[src/design/pimcs_pkg.sv]
// shared item types and result codes for the pim crossbar scheduler
`default_nettype none
package pimcs_pkg;

	localparam int NUM_INPUTS_DEF  = 8;
	localparam int NUM_OUTPUTS_DEF = 8;
	localparam int COUNT_WIDTH_DEF = 8;

	localparam logic [15:0] LFSR_SEED = 16'hACE1;
	localparam logic [15:0] LFSR_MASK = 16'hB400;

	localparam logic [3:0] ITER_RESET  = 4'd4;
	localparam logic [7:0] LIMIT_RESET = 8'd16;

	localparam logic [1:0] REG_ITERATIONS  = 2'd0;
	localparam logic [1:0] REG_QUEUE_LIMIT = 2'd1;

	localparam logic [1:0] KIND_ACCEPT  = 2'd0;
	localparam logic [1:0] KIND_DROP    = 2'd1;
	localparam logic [1:0] KIND_MATCH   = 2'd2;
	localparam logic [1:0] KIND_NOMATCH = 2'd3;

	localparam logic CMD_REQUEST   = 1'b0;
	localparam logic CMD_ARBITRATE = 1'b1;

	typedef struct packed {
		logic       command;
		logic [2:0] src_port;
		logic [2:0] dst_port;
	} in_item_t;

	typedef struct packed {
		logic [1:0] kind;
		logic [2:0] match_input;
		logic [2:0] match_output;
		logic       last;
	} out_item_t;

endpackage
`default_nettype wire

[src/design/pim_crossbar_scheduler.sv]
// pim crossbar scheduler: voq counters in a synchronous memory, sequential grant/accept rounds
// request item: counter read in idle, checked and written back in ST_REQ once the output is free, one result
// arbitrate item: per round a grant pass over the NUM_OUTPUTS outputs and an accept pass over
// the NUM_INPUTS inputs with a decrement step per match (counter read-modify-write), then a close;
// a new item is taken only in the idle state
// reset: counters read as zero through per-entry valid bits, lfsr to its seed, registers to defaults
`default_nettype none
module pim_crossbar_scheduler import pimcs_pkg::*; #(
	parameter int NUM_INPUTS  = NUM_INPUTS_DEF,
	parameter int NUM_OUTPUTS = NUM_OUTPUTS_DEF,
	parameter int COUNT_WIDTH = COUNT_WIDTH_DEF
) (
	input  wire        clk,
	input  wire        arst_n,
	input  wire        cfg_we,
	input  wire [1:0]  cfg_addr,
	input  wire [7:0]  cfg_wdata,
	input  wire        in_valid,
	output logic       in_ready,
	input  in_item_t   in_item,
	output logic       out_valid,
	input  wire        out_ready,
	output out_item_t  out_item
);

	localparam int NQ  = NUM_INPUTS * NUM_OUTPUTS;
	localparam int AW  = $clog2(NQ);
	localparam int PW  = (NUM_INPUTS > NUM_OUTPUTS) ? NUM_INPUTS : NUM_OUTPUTS;
	localparam int PIW = $clog2(PW);
	localparam int LW  = (COUNT_WIDTH > 8) ? COUNT_WIDTH : 8;
	localparam logic [LW-1:0] MAXC = LW'((1 << COUNT_WIDTH) - 1);
	// exact reciprocals for lfsr mod port count
	localparam int MS_I = 17 + $clog2(NUM_INPUTS);
	localparam int MS_O = 17 + $clog2(NUM_OUTPUTS);
	localparam longint RC_I = ((64'd1 << MS_I) + NUM_INPUTS - 1) / NUM_INPUTS;
	localparam longint RC_O = ((64'd1 << MS_O) + NUM_OUTPUTS - 1) / NUM_OUTPUTS;
	localparam logic [PIW-1:0] LAST_I = PIW'(NUM_INPUTS - 1);
	localparam logic [PIW-1:0] LAST_O = PIW'(NUM_OUTPUTS - 1);

	typedef enum logic [2:0] {ST_IDLE, ST_REQ, ST_GRANT, ST_ACCEPT, ST_DEC, ST_FIN} state_t;

	state_t state_q;
	logic [15:0] lfsr_q;
	logic [3:0] iters_q, round_q;
	logic [7:0] limit_q;
	logic [NUM_INPUTS-1:0] in_m_q;
	logic [NUM_OUTPUTS-1:0] out_m_q, gnt_v_q;
	logic [PIW-1:0] gnt_i_q [NUM_OUTPUTS];
	logic [PIW-1:0] ptr_q, acc_o_q;
	logic [NQ-1:0] valid_q, nz_q;
	logic [AW-1:0] addr_q;
	logic [2:0] src_q, dst_q;
	logic range_q;
	logic pend_v_q;
	logic [2:0] pend_i_q, pend_o_q;
	logic out_valid_q;
	out_item_t out_item_q;

	// counter memory
	logic [COUNT_WIDTH-1:0] cnt_mem [NQ];
	logic [COUNT_WIDTH-1:0] rdata_q;
	logic mem_re, mem_we;
	logic [AW-1:0] mem_ra;
	logic [COUNT_WIDTH-1:0] mem_wd;

	always_ff @(posedge clk) begin
		if (mem_re)
			rdata_q <= cnt_mem[mem_ra];
		if (mem_we)
			cnt_mem[addr_q] <= mem_wd;
	end

	// lfsr mod port count and next lfsr
	logic [47:0] prod_i, prod_o;
	logic [15:0] q_i, q_o, r_i, r_o;
	logic [PIW-1:0] start_i, start_o;
	logic [15:0] lfsr_nx;
	always_comb begin
		prod_i  = 48'(lfsr_q) * 48'(RC_I);
		prod_o  = 48'(lfsr_q) * 48'(RC_O);
		q_i     = 16'(prod_i >> MS_I);
		q_o     = 16'(prod_o >> MS_O);
		r_i     = lfsr_q - 16'(q_i * 16'(NUM_INPUTS));
		r_o     = lfsr_q - 16'(q_o * 16'(NUM_OUTPUTS));
		start_i = PIW'(r_i);
		start_o = PIW'(r_o);
		lfsr_nx = (lfsr_q >> 1) ^ (lfsr_q[0] ? LFSR_MASK : 16'h0000);
	end

	// candidate masks and cyclic pick
	logic [PW-1:0] cand_g, cand_a;
	logic [PIW-1:0] pick_g, pick_a;
	logic [PIW:0] idx;
	always_comb begin
		cand_g = '0;
		cand_a = '0;
		for (int i = 0; i < NUM_INPUTS; i++)
			cand_g[i] = !in_m_q[i] && nz_q[AW'(i) * AW'(NUM_OUTPUTS) + AW'(ptr_q)];
		for (int o = 0; o < NUM_OUTPUTS; o++)
			cand_a[o] = !out_m_q[o] && gnt_v_q[o] && (gnt_i_q[o] == ptr_q);
		pick_g = '0;
		pick_a = '0;
		idx = '0;
		for (int k = PW - 1; k >= 0; k--) begin
			if (k < NUM_INPUTS) begin
				idx = (PIW+1)'(start_i) + (PIW+1)'(k);
				if (idx >= (PIW+1)'(NUM_INPUTS))
					idx = idx - (PIW+1)'(NUM_INPUTS);
				if (cand_g[idx[PIW-1:0]])
					pick_g = idx[PIW-1:0];
			end
		end
		for (int k = PW - 1; k >= 0; k--) begin
			if (k < NUM_OUTPUTS) begin
				idx = (PIW+1)'(start_o) + (PIW+1)'(k);
				if (idx >= (PIW+1)'(NUM_OUTPUTS))
					idx = idx - (PIW+1)'(NUM_OUTPUTS);
				if (cand_a[idx[PIW-1:0]])
					pick_a = idx[PIW-1:0];
			end
		end
	end

	logic out_free;
	logic out_load;
	logic in_range;
	logic [AW-1:0] req_a, acc_a;
	logic [COUNT_WIDTH-1:0] cur, dec_v;
	logic [LW-1:0] lim;
	logic req_ok, round_last;
	always_comb begin
		out_free = !out_valid_q || out_ready;
		in_range = (6'(in_item.src_port) < 6'(NUM_INPUTS))
			&& (6'(in_item.dst_port) < 6'(NUM_OUTPUTS));
		req_a = AW'(in_item.src_port) * AW'(NUM_OUTPUTS) + AW'(in_item.dst_port);
		acc_a = AW'(ptr_q) * AW'(NUM_OUTPUTS) + AW'(pick_a);
		cur = valid_q[addr_q] ? rdata_q : '0;
		dec_v = rdata_q - COUNT_WIDTH'(1);
		lim = (LW'(limit_q) < MAXC) ? LW'(limit_q) : MAXC;
		req_ok = range_q && (LW'(cur) < lim);
		round_last = (round_q + 4'd1) == iters_q;
		mem_re = 1'b0;
		mem_ra = req_a;
		mem_we = 1'b0;
		mem_wd = dec_v;
		out_load = 1'b0;
		unique case (state_q)
			ST_IDLE: begin
				mem_re = in_valid && (in_item.command == CMD_REQUEST);
			end
			ST_REQ: begin
				mem_we = out_free && req_ok;
				mem_wd = cur + COUNT_WIDTH'(1);
				out_load = out_free;
			end
			ST_ACCEPT: begin
				mem_re = !in_m_q[ptr_q] && (|cand_a);
				mem_ra = acc_a;
			end
			ST_DEC: begin
				mem_we = !pend_v_q || out_free;
				out_load = pend_v_q && out_free;
			end
			ST_FIN: begin
				out_load = out_free;
			end
			default: ;
		endcase
	end

	always_ff @(posedge clk or negedge arst_n) begin
		if (!arst_n) begin
			state_q     <= ST_IDLE;
			lfsr_q      <= LFSR_SEED;
			iters_q     <= ITER_RESET;
			limit_q     <= LIMIT_RESET;
			round_q     <= '0;
			in_m_q      <= '0;
			out_m_q     <= '0;
			gnt_v_q     <= '0;
			ptr_q       <= '0;
			valid_q     <= '0;
			nz_q        <= '0;
			pend_v_q    <= 1'b0;
			out_valid_q <= 1'b0;
		end else begin
			if (cfg_we) begin
				if (cfg_addr == REG_ITERATIONS)
					iters_q <= cfg_wdata[3:0];
				else if (cfg_addr == REG_QUEUE_LIMIT)
					limit_q <= cfg_wdata;
			end
			// result register: load a new item or drop the one taken
			if (out_load)
				out_valid_q <= 1'b1;
			else if (out_ready)
				out_valid_q <= 1'b0;
			unique case (state_q)
				ST_IDLE: begin
					if (in_valid) begin
						if (in_item.command == CMD_ARBITRATE) begin
							in_m_q   <= '0;
							out_m_q  <= '0;
							gnt_v_q  <= '0;
							round_q  <= '0;
							ptr_q    <= '0;
							pend_v_q <= 1'b0;
							state_q  <= (iters_q == 4'd0) ? ST_FIN : ST_GRANT;
						end else begin
							src_q   <= in_item.src_port;
							dst_q   <= in_item.dst_port;
							range_q <= in_range;
							addr_q  <= req_a;
							state_q <= ST_REQ;
						end
					end
				end
				ST_REQ: begin
					if (out_free) begin
						out_item_q  <= '{kind: req_ok ? KIND_ACCEPT : KIND_DROP,
							match_input: src_q, match_output: dst_q, last: 1'b1};
						if (req_ok) begin
							valid_q[addr_q] <= 1'b1;
							nz_q[addr_q]    <= 1'b1;
						end
						state_q <= ST_IDLE;
					end
				end
				ST_GRANT: begin
					// output ptr_q grants one unmatched requesting input
					if (!out_m_q[ptr_q] && (|cand_g)) begin
						gnt_v_q[ptr_q] <= 1'b1;
						gnt_i_q[ptr_q] <= pick_g;
						lfsr_q         <= lfsr_nx;
					end
					if (ptr_q == LAST_O) begin
						ptr_q   <= '0;
						state_q <= ST_ACCEPT;
					end else
						ptr_q <= ptr_q + PIW'(1);
				end
				ST_ACCEPT: begin
					// input ptr_q accepts one granting output; no conflicts since
					// each output grants a single input
					if (!in_m_q[ptr_q] && (|cand_a)) begin
						lfsr_q          <= lfsr_nx;
						acc_o_q         <= pick_a;
						in_m_q[ptr_q]   <= 1'b1;
						out_m_q[pick_a] <= 1'b1;
						addr_q          <= acc_a;
						state_q         <= ST_DEC;
					end else if (ptr_q == LAST_I) begin
						ptr_q   <= '0;
						gnt_v_q <= '0;
						round_q <= round_q + 4'd1;
						state_q <= round_last ? ST_FIN : ST_GRANT;
					end else
						ptr_q <= ptr_q + PIW'(1);
				end
				ST_DEC: begin
					// counter write-back; previous match leaves with last clear
					if (!pend_v_q || out_free) begin
						nz_q[addr_q] <= (dec_v != '0);
						if (pend_v_q) begin
							out_item_q  <= '{kind: KIND_MATCH, match_input: pend_i_q,
								match_output: pend_o_q, last: 1'b0};
						end
						pend_v_q <= 1'b1;
						pend_i_q <= 3'(ptr_q);
						pend_o_q <= 3'(acc_o_q);
						if (ptr_q == LAST_I) begin
							ptr_q   <= '0;
							gnt_v_q <= '0;
							round_q <= round_q + 4'd1;
							state_q <= round_last ? ST_FIN : ST_GRANT;
						end else begin
							ptr_q   <= ptr_q + PIW'(1);
							state_q <= ST_ACCEPT;
						end
					end
				end
				ST_FIN: begin
					if (out_free) begin
						if (pend_v_q)
							out_item_q <= '{kind: KIND_MATCH, match_input: pend_i_q,
								match_output: pend_o_q, last: 1'b1};
						else
							out_item_q <= '{kind: KIND_NOMATCH, match_input: 3'd0,
								match_output: 3'd0, last: 1'b1};
						pend_v_q <= 1'b0;
						state_q  <= ST_IDLE;
					end
				end
				default: state_q <= ST_IDLE;
			endcase
		end
	end

	assign in_ready  = (state_q == ST_IDLE);
	assign out_valid = out_valid_q;
	assign out_item  = out_item_q;

endmodule
`default_nettype wire
[config.mk]
export PLATFORM = sky130hd
export DESIGN_NAME = pim_crossbar_scheduler
export DESIGN_NICKNAME = d
export VERILOG_FILES = /design/src/design/pimcs_pkg.sv /design/src/design/pim_crossbar_scheduler.sv
export SDC_FILE = /design/constraint.sdc
export NUM_CORES = 1
export LEC_CHECK = 0
export BUFFER_PORTS_ARGS = -buffer_cell sky130_fd_sc_hd__buf_2
export CORE_MARGIN = 2
export CORE_UTILIZATION = 45
export DETAILED_ROUTE_END_ITERATION = 10
export GPL_TIMING_DRIVEN = 0
export RECOVER_POWER = 25
export SLEW_MARGIN = 10
export SYNTH_ARGS = -nofsm -noshare
export SYNTH_HDL_FRONTEND = slang
export SYNTH_SLANG_ARGS = --single-unit
[constraint.sdc]
create_clock -name clk -period 14.5 [get_ports clk]
set_input_delay 1.45 -clock clk [delete_from_list [all_inputs] [get_ports clk]]
set_output_delay 1.45 -clock clk [all_outputs]
set_load 0.005 [all_outputs]
# After elaboration in Yosys (flattened, before gate mapping)
# Memory sizes are Yosys's and may differ from the RTL's. A register that Yosys moved wholly into a read port is not among the register bits.
# Cells that the tools add are included.
op_classes:
  magnitude_cmp: 32
  muxes: 157
  n_eq_ne: 30
  add_sub_neg: 29
  bitwise_logic: 8
  n_reduce_logical: 86
ops:
  columns: ["cell", "count"]
  rows:
  - ["two-way mux 64 bit", 3]
  - ["OR 64 bit", 2]
  - ["case mux 64 bit (2 select lines)", 1]
  - ["two-way mux 3 bit", 39]
  - ["two-way mux 8 bit", 12]
  - ["bitwise mux 64 bit", 1]
  - ["binary-select mux 1 bit (select 3 bit)", 19]
  - ["less-than comparator 6 x 7 -> 1 bit, second input constant", 7]
  - ["binary-select mux 1 bit (select 6 bit)", 8]
  - ["two-way mux 16 bit", 3]
  - ["two-way mux 1 bit", 42]
  - ["less-than comparator 3 x 4 -> 1 bit, second input constant", 10]
  - ["two-way mux 9 bit", 4]
  - ["logical AND 1 bit", 33]
  - ["case mux 16 bit (2 select lines)", 1]
  - ["case mux 8 bit (2 select lines)", 2]
  - ["case mux 8 bit (4 select lines)", 1]
  - ["greater-or-equal comparator 4 bit, second input constant", 7]
  - ["case mux 9 bit (3 select lines)", 1]
  - ["subtractor 3 x 1 -> 3 bit, second input constant", 9]
  - ["AND reduction 5 bit", 5]
  - ["== test 3 bit", 8]
  - ["two-way mux 6 bit", 4]
  - ["OR 8 bit", 3]
  - ["54 further kinds", 117]
word_totals:
  out_inout_bits: 11
  ff_bits: 222
  in_bits: 22
  mem_bits_rw: 536
  n_memories: 2
memory_table:
  columns: ["name", "words", "word_bits", "read_ports", "rd_ports_with_merged_regs", "wr", "line", "rtl"]
  rows:
  - ["cnt_mem", 64, 8, 1, 1, 1, "pim_crossbar_scheduler.sv:60", "logic [COUNT_WIDTH-1:0] cnt_mem [NQ];"]
  - ["gnt_i_q", 8, 3, 8, 0, 1, "pim_crossbar_scheduler.sv:48", "logic [PIW-1:0] gnt_i_q [NUM_OUTPUTS];"]

# Longest topological paths before layout
# Gate-level depths: netlist of run 1.
depth:
  depth_word: 21
  ltp_mapped: 21
  depth_no_buf: 15

# Worst setup path after synthesis of run 1
# OpenSTA, ideal clock, no wires.
synth_path:
  path_kind: "reg2reg"
  from: "register addr_q[2]"
  to: "memory cnt_mem[0][4] in the netlist's numbering, data pin"
  path_stages_with_launch: 14
  n_path_buf: 3
  required_time_ns: 13.952
  setup_slack_ns: 9.171
  arrival_ns: 4.780
  setup_time_ns: 0.548
  path_cell_list: "edfxtp_1 -> clkbuf_1 -> clkbuf_1 -> mux2i_1 -> o32ai_1 -> o31a_1 -> a2111o_1 -> or2_2 -> clkbuf_1 -> and2_1 -> ha_1 -> and3_1 -> o22a_1 -> a21oi_1"
synth_via:
  elab_chain_cells: 5
synth_rtl:
  columns: ["item", "line", "rtl"]
  rows:
  - ["from (decl)", "pim_crossbar_scheduler.sv:51", "logic [AW-1:0] addr_q;"]
  - ["from (signal assigned)", "pim_crossbar_scheduler.sv:213", "addr_q <= req_a;"]
  - ["binary-select mux 1 bit (select 6 bit)", "pim_crossbar_scheduler.sv:137", "cur = valid_q[addr_q] ? rdata_q : '0;"]
  - ["two-way mux 1 bit (not written as such)", "pim_crossbar_scheduler.sv:137", null]
  - ["two-way mux 8 bit", "pim_crossbar_scheduler.sv:137", null]
  - ["adder 8 x 1 -> 8 bit", "pim_crossbar_scheduler.sv:153", "mem_wd = cur + COUNT_WIDTH'(1);"]
  - ["two-way mux 8 bit", "pim_crossbar_scheduler.sv:147", "unique case (state_q)"]
  - ["net mem_wd[4]", "pim_crossbar_scheduler.sv:64", "logic [COUNT_WIDTH-1:0] mem_wd;"]
  - ["to (decl)", "pim_crossbar_scheduler.sv:60", null]
# The timed path passes the listed nets, and every way through them passes these cells. The select of a mux whose other input is x is not followed.

# Final worst setup path of run 1
layout_path:
  from: "register lfsr_q[0]"
  to: "register rdata_q[5] (read register of cnt_mem), data pin"
layout_via:
  elab_chain_cells: 16
layout_rtl:
  columns: ["item", "line", "rtl"]
  rows:
  - ["from (decl)", "pim_crossbar_scheduler.sv:43", "logic [15:0] lfsr_q;"]
  - ["from (signal assigned)", "pim_crossbar_scheduler.sv:234", "lfsr_q <= lfsr_nx;"]
  - ["from (signal assigned)", "pim_crossbar_scheduler.sv:246", "lfsr_q <= lfsr_nx;"]
  - ["subtractor 3 x 1 -> 3 bit *", "pim_crossbar_scheduler.sv:84", "r_o = lfsr_q - 16'(q_o * 16'(NUM_OUTPUTS));"]
  - ["adder 3 x 3 -> 4 bit", "pim_crossbar_scheduler.sv:115", "idx = (PIW+1)'(start_o) + (PIW+1)'(k);"]
  - ["greater-or-equal comparator 4 bit or subtractor 3 x 1 -> 3 bit (tied branches)", "pim_crossbar_scheduler.sv:116, pim_crossbar_scheduler.sv:117", null]
  - ["two-way mux 3 bit", "pim_crossbar_scheduler.sv:116", "if (idx >= (PIW+1)'(NUM_OUTPUTS))"]
  - ["binary-select mux 1 bit (select 3 bit)", "pim_crossbar_scheduler.sv:118", "if (cand_a[idx[PIW-1:0]])"]
  - ["two-way mux 1 bit (not written as such)", "pim_crossbar_scheduler.sv:118", null]
  - ["two-way mux 3 bit (7 in a row)", "pim_crossbar_scheduler.sv:118", null]
  - ["two-way mux 3 bit *", "pim_crossbar_scheduler.sv:118", null]
  - ["adder 6 x 3 -> 6 bit *", "pim_crossbar_scheduler.sv:136", "acc_a = AW'(ptr_q) * AW'(NUM_OUTPUTS) + AW'(pick_a);"]
  - ["net acc_a[2]", "pim_crossbar_scheduler.sv:127", "logic [AW-1:0] req_a, acc_a;"]
  - ["two-way mux 6 bit *", "pim_crossbar_scheduler.sv:147", null]
  - ["net mem_ra[2]", "pim_crossbar_scheduler.sv:63", "logic [AW-1:0] mem_ra;"]
  - ["to (decl)", "pim_crossbar_scheduler.sv:61", "logic [COUNT_WIDTH-1:0] rdata_q;"]
# Mark *: on every way through the listed nets, which the timed path passes. The rest lies on a longest branch. The select of a mux whose other input is x is not followed.
# A chain may end at the register's enable or synchronous reset.

==> results of run 1 <==
cell type report:
type	instances	area, um2	share of cell area
clock buffers	117	2280	0.0587
plain buffers	169	785	0.0202
well taps	969	1210	0.0313
flip-flops and latches	766	22100	0.569
inverters	37	139	0.00358
multi-input cells	1624	11300	0.292
repair buffers	66	541	0.0139
diodes	1	2.50	0.0000646
clock inverters	32	434	0.0112
power groups by stage:
stage | logic [mW] | registers (mW) | clock network, mW
floorplan | 1.44 | 2.71 | 0
global placement | 2.29 | 2.76 | 0
finish | 2.42 | 2.70 | 2.11
detailed placement | 2.39 | 2.74 | 0
CTS | 2.40 | 2.69 | 2.13
global route | 2.54 | 2.71 | 2.22
cell usage after synthesis (23+ instances only):
cell type / count / area [um2]
a2111oi_0: 26 / 228
a21oi_1: 60 / 300
a2bb2oi_1: 24 / 210
a31oi_1: 25 / 156
and2_1: 28 / 175
and3_1: 29 / 181
buf_2: 23 / 115
clkbuf_1: 98 / 368
dfrtp_1: 182 / 4550
edfxtp_1: 574 / 17200
inv_1: 31 / 116
mux2_2: 48 / 541
mux2i_1: 192 / 1920
mux4_2: 24 / 541
nand2_1: 271 / 1020
nand4_1: 36 / 225
nor2_1: 191 / 717
nor3_1: 107 / 536
o21ai_0: 56 / 280
o21bai_1: 46 / 345
o22a_1: 51 / 447
o22ai_1: 28 / 175
xnor2_1: 27 / 236
how the worst max path moves through the flow:
stage / startpoint / end / cells after the start / slack [ns]
4_1_cts: lfsr_q[0]$_DFFE_PN1P_ / rdata_q[5]$_DFFE_PP_ / 18 / 6.54
3_3_place_gp: addr_q[1]$_DFFE_PP_ / cnt_mem[61][4]$_DFFE_PP_ / 12 / 4.50
2_1_floorplan: addr_q[2]$_DFFE_PP_ / cnt_mem[0][4]$_DFFE_PP_ / 13 / 9.17
5_1_grt: arst_n / gnt_i_q[0][1]$_DFFE_PP_ / 4 / 4.94
3_5_place_dp: lfsr_q[0]$_DFFE_PN1P_ / rdata_q[5]$_DFFE_PP_ / 18 / 6.56
6_report: lfsr_q[0]$_DFFE_PN1P_ / rdata_q[5]$_DFFE_PP_ / 18 / 6.16
routing by layer:
layer,global-route usage,vias to the layer above,routed length (um)
met5,0,-,0
met4,0.102,0,4210
met3,0.0453,202,7510
met2,0.410,1081,46800
met1,0.367,11800,44000
li1,-,10200,-
sequential cells by signal, indices dropped and copies added, names as in the netlist, 4 cells and up:
signal	count
nz_q	64
in_m_q	8
cnt_mem	512
lfsr_q	16
out_item	9
addr_q	6
limit_q	8
iters_q	4
valid_q	64
rdata_q	8
out_m_q	8
gnt_i_q	24
gnt_v_q	8
round_q	4
logic make-up after synthesis:
kind of cell | after synthesis | synth area share
and+or+nand+nor | 793 | 0.110
adders and majority gates | 15 | 0.00550
muxes | 273 | 0.0911
DFF | 766 | 0.646
AOI/OAI and AO/OA | 499 | 0.109
xor gates and xnor gates | 44 | 0.0113
buffers and inverters | 206 | 0.0273
metrics by stage:
step	setup WS, ns	cell area (um2)
after floorplan	9.17	34100
after global placement	4.50	35500
after detailed placement	6.56	36200
after CTS	6.54	38900
after global routing	4.94	38800
final	6.16	38800
==> PnR_summary.wiki, run 1 <==
{| class="wikitable"
! Metric !! Value
|-
| Status || complete, but fails checks
|-
| Violated checks || capacitance limit, slew limit
|-
| Core Util, Final || 0.518
|-
| Number of antenna violations at the first check in global routing || 0
|-
| Hold Buf Count CTS || 0
|-
| Post-route clock skew || between 0.04 and 0.05 ns
|-
| Detailed placement HPWL || 73.4 mm
|-
| Ys Warns || 0
|-
| Overall routing resource usage || 0.262
|-
| Layout overhead on the synthesized area || 13.6%
|-
| Average instance area after synthesis || roughly 13 um2
|-
| Share of synthesized flip-flops with an asynchronous set or reset || 0.251
|-
| Number of failing hold endpoints at the final stage || 0
|-
| Cell-by-cell listing of the critical path || clkbuf_1, buf_2, inv_2, buf_1, ha_1, clkbuf_1, nand2_1, o22ai_1, or2_2, o31ai_1, a32oi_1, mux2_2, clkbuf_1, clkbuf_1, nor3_1, o41ai_1, and4_1, nand4_1
|-
| Max-cap check violation count || 5
|-
| P per Cell Area || 187 nW/um2
|-
| Min-Delay Startpoint || acc_o_q[2]$_DFFE_PP_
|-
| Cell family with the largest share of critical-path delay || buffers and inverters
|-
| Kind of start point of the critical path || flip-flop
|-
| Number of levels in the clock H-tree || 3
|-
| Switching component of the power || around 2.6 mW
|-
| Largest voltage drop on the vdd net || 0.137 mV
|-
| Number of nets in the synthesized netlist || roughly 2600
|-
| Filler cell count in the final layout || around 6300
|-
| Most frequent standard cell in the layout excluding fill and tap cells || edfxtp_1
|-
| Post-Route Hold Slack || about 0.45 ns
|-
| Wire length of the first global-routing pass || around 150 mm
|-
| Slew Limit Fails || 303
|-
| Number of cells traversed by the worst hold path || 0
|-
| Largest net degree at the start of global routing || 79
|-
| Number of instances resized during post-cts repair || 0
|-
| Combined area of all synthesized cells || 34100 um2
|-
| Vias after detailed routing || 23300
|-
| DIE WIDTH || approximately 280 um
|-
| Clock network power share || 0.292
|-
| Worst-skew pair later-pin latency || between 0.6 and 0.7 ns
|-
| Share of the yosys chip area belonging to registers || 0.646
|-
| Maximum fanout encountered on the critical timing path || 10
|-
| Layout cells sized above 1 || 0.128
|-
| Iteration-0 DRC count of the detailed router || roughly 2800
|-
| Unique masters post-synth || 80
|-
| Data arrival, critical path || about 8.6 ns
|-
| Ys flop type || edfxtp_1
|-
| PortBufs || 32
|-
| Overflow after GRT || 0
|-
| Via count of the first global-routing pass || 22800
|-
| Sequential cell fraction of total power || 0.374
|-
| Final WL || 103 mm
|-
| Maximum root-to-sink buffer count || 3
|-
| Worst Hold Class || reg2reg
|-
| Length of the first detailed-routing pass in iterations || 6
|-
| Endpoints failing setup || 0
|-
| Launching point of the worst reg2reg path || lfsr_q[0]$_DFFE_PN1P_
|-
| Setup repair after global routing missed its margin || false
|-
| CTS tree || yes
|-
| Design internal power || between 4 and 5 mW
|-
| Clock buffer count from CTS || 82
|-
| Leakage Power || about 14 nW
|-
| EDFF count, synth || about 570
|-
| Height of the die || 279 um
|-
| Gp weighted congestion || about 0.94
|-
| Fmax achieved || 0.120 GHz
|-
| Final worst-path cycle share || 0.575
|-
| Total power after layout || approximately 7.2 mW
|-
| Cell count after synthesis || between 2000 and 3000
|-
| Root buffer selected by CTS || clkbuf_16
|-
| Start-to-end type of the worst setup path || reg2reg
|-
| Avg Vias per Cell || between 6 and 7
|-
| Worst Path Buf+Inv || 7
|-
| Clock sink count || about 770
|-
| Cell mode on critical path || clkbuf_1
|-
| DP Cell Count || 3631
|-
| Worst Reg-to-Reg Cells || 18
|-
| Clock slew at the register clock pins of the worst setup and hold paths || roughly 0.060 ns
|-
| Relative contribution of combinational cells to total power || 0.334
|-
| Core area || 74800 um2
|-
| DIE AREA || about 78000 um2
|-
| Number of routed nets with antenna violations || 0
|-
| Post-CTS Setup Bufs || 0
|-
| Top-Level Pins || 33
|-
| Worst slew pin tran || ~4.3 ns
|-
| Critical path capture point type || flip-flop
|-
| Starting Density || 0.456
|-
| Final Net Count || around 2800
|-
| Switching part of the total || 0.365
|-
| Required time worst endpoint || roughly 15 ns
|-
| Post-Route Setup TNS || 0 ns
|-
| DRC viols || 0
|-
| Register-to-register setup slack || just over 6 ns
|-
| Final cell count without fillers || between 3000 and 4000
|-
| Slowest cell on the critical path || o41ai_1
|-
| Destination of the worst hold path || pend_o_q[2]$_DFFE_PP_
|-
| Number of flip-flops and latches in the synthesized netlist || roughly 770
|-
| Worst slew margin relative to its limit || -1.84
|-
| Post-layout min period || about 8.3 ns
|-
| Commonest cells after routing, fill and taps aside || 574 x edfxtp_1, 271 x nand2_1, 191 x mux2i_1
|-
| Wire per inst || approximately 27 um
|-
| Reg-to-reg endpoint || rdata_q[5]$_DFFE_PP_
|-
| Count of standard-cell rows || 100
|-
| Delay of the slowest cell on the worst path || 0.99 ns
|}
(Power assumes the default switching activity.)
==> run 2: changes to the inputs <==
- clock period: 14.5 -> 8.5 ns (I/O delays scaled with it)
==> PnR_summary.wiki, run 2 (synthesis results as in run 1) <==
{| class="wikitable"
! Metric !! Value
|-
| Most frequent standard cell in the layout excluding fill and tap cells || edfxtp_1
|-
| Count of standard-cell rows || 100 (unchanged)
|-
| Wire per inst || 27.1 um (about the same)
|-
| Final WL || 102 mm (about the same)
|-
| Final Net Count || 2783 (unchanged)
|-
| Slowest cell on the critical path || o41ai_1
|-
| Layout overhead on the synthesized area || 13.6% (about the same)
|-
| Required time worst endpoint || 8.78 ns (-6.00 ns)
|-
| Placed Area || 36200 um2 (unchanged)
|-
| Core area || 74800 um2 (unchanged)
|-
| DRC viols || 0 (unchanged)
|-
| P per Cell Area || 318 nW/um2 (+70%)
|-
| Layout cells sized above 1 || 0.129 (+0.000356)
|-
| Via count of the first global-routing pass || 22800 (unchanged)
|-
| Largest registers ranked by flip-flop count || cnt_mem (512), nz_q (64), valid_q (64)
|-
| Worst Path Buf+Inv || 7 (unchanged)
|-
| Filler cell count in the final layout || 6342 (-0.032%)
|-
| Violated checks || capacitance limit, slew limit
|-
| Root buffer selected by CTS || clkbuf_16
|-
| Post-CTS Setup Bufs || 0 (unchanged)
|-
| PortBufs || 32 (unchanged)
|-
| Clock slew at the register clock pins of the worst setup and hold paths || 0.06 ns (about the same)
|-
| Cell-by-cell listing of the critical path || clkbuf_1, buf_2, inv_2, buf_1, ha_1, clkbuf_1, nand2_1, o22ai_1, or2_2, o31ai_1, a32oi_1, mux2_2, clkbuf_1, clkbuf_1, nor3_1, o41ai_1, and4_1, nand4_1
|-
| Worst setup path startpoint || lfsr_q[0]$_DFFE_PN1P_
|-
| Clock buffer count from CTS || 82 (unchanged)
|-
| Endpoints failing setup || 0 (unchanged)
|-
| Number of antenna violations at the first check in global routing || 0 (unchanged)
|-
| Status || complete, but fails checks
|-
| Leakage Power || 13.7 nW (about the same)
|-
| Number of instances resized during post-cts repair || 0 (unchanged)
|-
| Worst-skew pair later-pin latency || 0.66 ns (about the same)
|-
| Avg Vias per Cell || 6.19 (+0.34%)
|-
| Sequential standard cell area || 22100 um2 (unchanged)
|-
| Post-layout min period || 8.38 ns (+0.0414 ns)
|-
| Worst slew pin tran || 3.84 ns (-0.427 ns)
|-
| Number of routed nets with antenna violations || 0 (unchanged)
|-
| Post-Route Setup TNS || 0 ns (unchanged)
|-
| Area used by multi-input combinational logic || 11300 um2 (unchanged)
|-
| Final instance area || 38800 um2 (about the same)
|-
| Largest net degree at the start of global routing || 79 (unchanged)
|-
| DIE WIDTH || 279 um (unchanged)
|-
| Iteration-0 DRC count of the detailed router || 3032 (+8.6%)
|-
| Clock sink count || 766 (unchanged)
|-
| Detailed placement HPWL || 73.4 mm (unchanged)
|-
| Length of the first detailed-routing pass in iterations || 6 (unchanged)
|-
| Core Util, Final || 0.518 (about the same)
|-
| Post-route clock skew || 0.0418 ns (-0.00110 ns)
|-
| Maximum fanout encountered on the critical timing path || 10 (unchanged)
|-
| Data arrival, critical path || 8.66 ns (+0.04 ns)
|-
| Cell family with the largest share of critical-path delay || buffers and inverters
|-
| Cell mode on critical path || clkbuf_1
|-
| Commonest cells after routing, fill and taps aside || 574 x edfxtp_1, 271 x nand2_1, 191 x mux2i_1
|-
| Overall routing resource usage || 0.262 (unchanged)
|-
| Number of flip-flops under the largest register name || 512 (unchanged)
|-
| Max-cap check violation count || 4 (-1)
|-
| Final worst-path cycle share || 0.986 (+0.411)
|-
| Post-Route Hold Slack || 0.436 ns (-0.0142 ns)
|-
| Gp weighted congestion || 0.945 (unchanged)
|-
| Min-Delay Startpoint || cfg_wdata[7]
|-
| Largest voltage drop on the vdd net || 0.234 mV (+71%)
|-
| Worst slew margin relative to its limit || -1.56 (+0.285)
|-
| Top-Level Pins || 33 (unchanged)
|-
| Delay of the slowest cell on the worst path || 1.01 ns (+0.02 ns)
|-
| Fmax achieved || 0.119 GHz (-0.49%)
|-
| Overflow after GRT || 0 (unchanged)
|-
| Number of levels in the clock H-tree || 3 (unchanged)
|-
| Top reg by flops || cnt_mem
|-
| Wire length of the first global-routing pass || 151 mm (unchanged)
|-
| Slew Limit Fails || 223 (-26%)
|-
| Height of the die || 279 um (unchanged)
|-
| Placement Setup Slack || 0.561 ns (-6.00 ns)
|-
| Hold Buf Count CTS || 0 (unchanged)
|-
| Starting Density || 0.456 (unchanged)
|-
| Maximum root-to-sink buffer count || 3 (unchanged)
|-
| Setup repair after global routing missed its margin || false
|-
| Worst setup slack after layout || 0.118 ns (-6.04 ns)
|-
| Kind of start point of the critical path || flip-flop
|-
| Number of failing hold endpoints at the final stage || 0 (unchanged)
|-
| Vias after detailed routing || 23400 (+0.34%)
|-
| Critical path capture point type || flip-flop
|-
| Launching point of the worst reg2reg path || lfsr_q[0]$_DFFE_PN1P_
|-
| Worst Hold Class || in2reg
|-
| Start-to-end type of the worst setup path || reg2reg
|-
| CTS tree || yes
|-
| DIE AREA || 78100 um2 (unchanged)
|}
[run 2: power breakdown]
| part | leakage, nW | total [mW] | switching (mW) | internal, mW |
|---|---|---|---|---|
| clock | 1.31 | 3.60 | 1.51 | 2.10 |
| combinational | 4.65 | 4.12 | 2.84 | 1.28 |
| sequential | 7.72 | 4.61 | 0.147 | 4.46 |
[run 2: layer usage]
layer  share of wire  GRT usage
met1            0.42      0.367
met2            0.46      0.410
met3           0.078     0.0453
met4           0.042      0.102
met5               0          0
[run 2: worst paths after layout]
path / to / cells after the start / slack (ns)
max in group asynchronous: lfsr_q[8]$_DFFE_PN0P_ / 2 / 2.55
min in group asynchronous: lfsr_q[2]$_DFFE_PN0P_ / 1 / 1.15
hold / removal: limit_q[7]$_DFFE_PN0P_ / 2 / 0.44
setup reg to reg: rdata_q[5]$_DFFE_PP_ / 18 / 0.12
hold reg to reg: pend_o_q[2]$_DFFE_PP_ / 0 / 0.45
setup / recovery: rdata_q[5]$_DFFE_PP_ / 18 / 0.12
[run 2: per-stage QoR]
| step | std cells | total power [mW] |
|---|---|---|
| 2_1_floorplan | 2596 | 7.09 |
| 3_3_place_gp | 3597 | 8.63 |
| 3_5_place_dp | 3631 | 8.75 |
| 4_1_cts | 3780 | 12.3 |
| 5_1_grt | 3780 | 12.8 |
| 6_report | 3781 | 12.3 |
[run 2: worst reg2reg max path, delay by kind of cell (launching register included)]
family / cells / cell delay, ns
buffers and inverters: 7 / 3.02
AO/OA/AOI/OAI: 4 / 2.19
AND/OR/NAND/NOR: 5 / 1.28
flip-flops: 1 / 0.54
multiplexers: 1 / 0.49
adder cells (fa/ha/maj): 1 / 0.48
[run 2: layout make-up]
class                      instances  share of cell area
clock buffer                     117              0.0587
sequential                       766               0.569
clock inverter                    32              0.0112
timing repair buffer              66              0.0146
tap                              969              0.0313
multi-input combinational       1624               0.292
inverter                          37             0.00358
antenna                            1           0.0000645
buffer                           169              0.0202
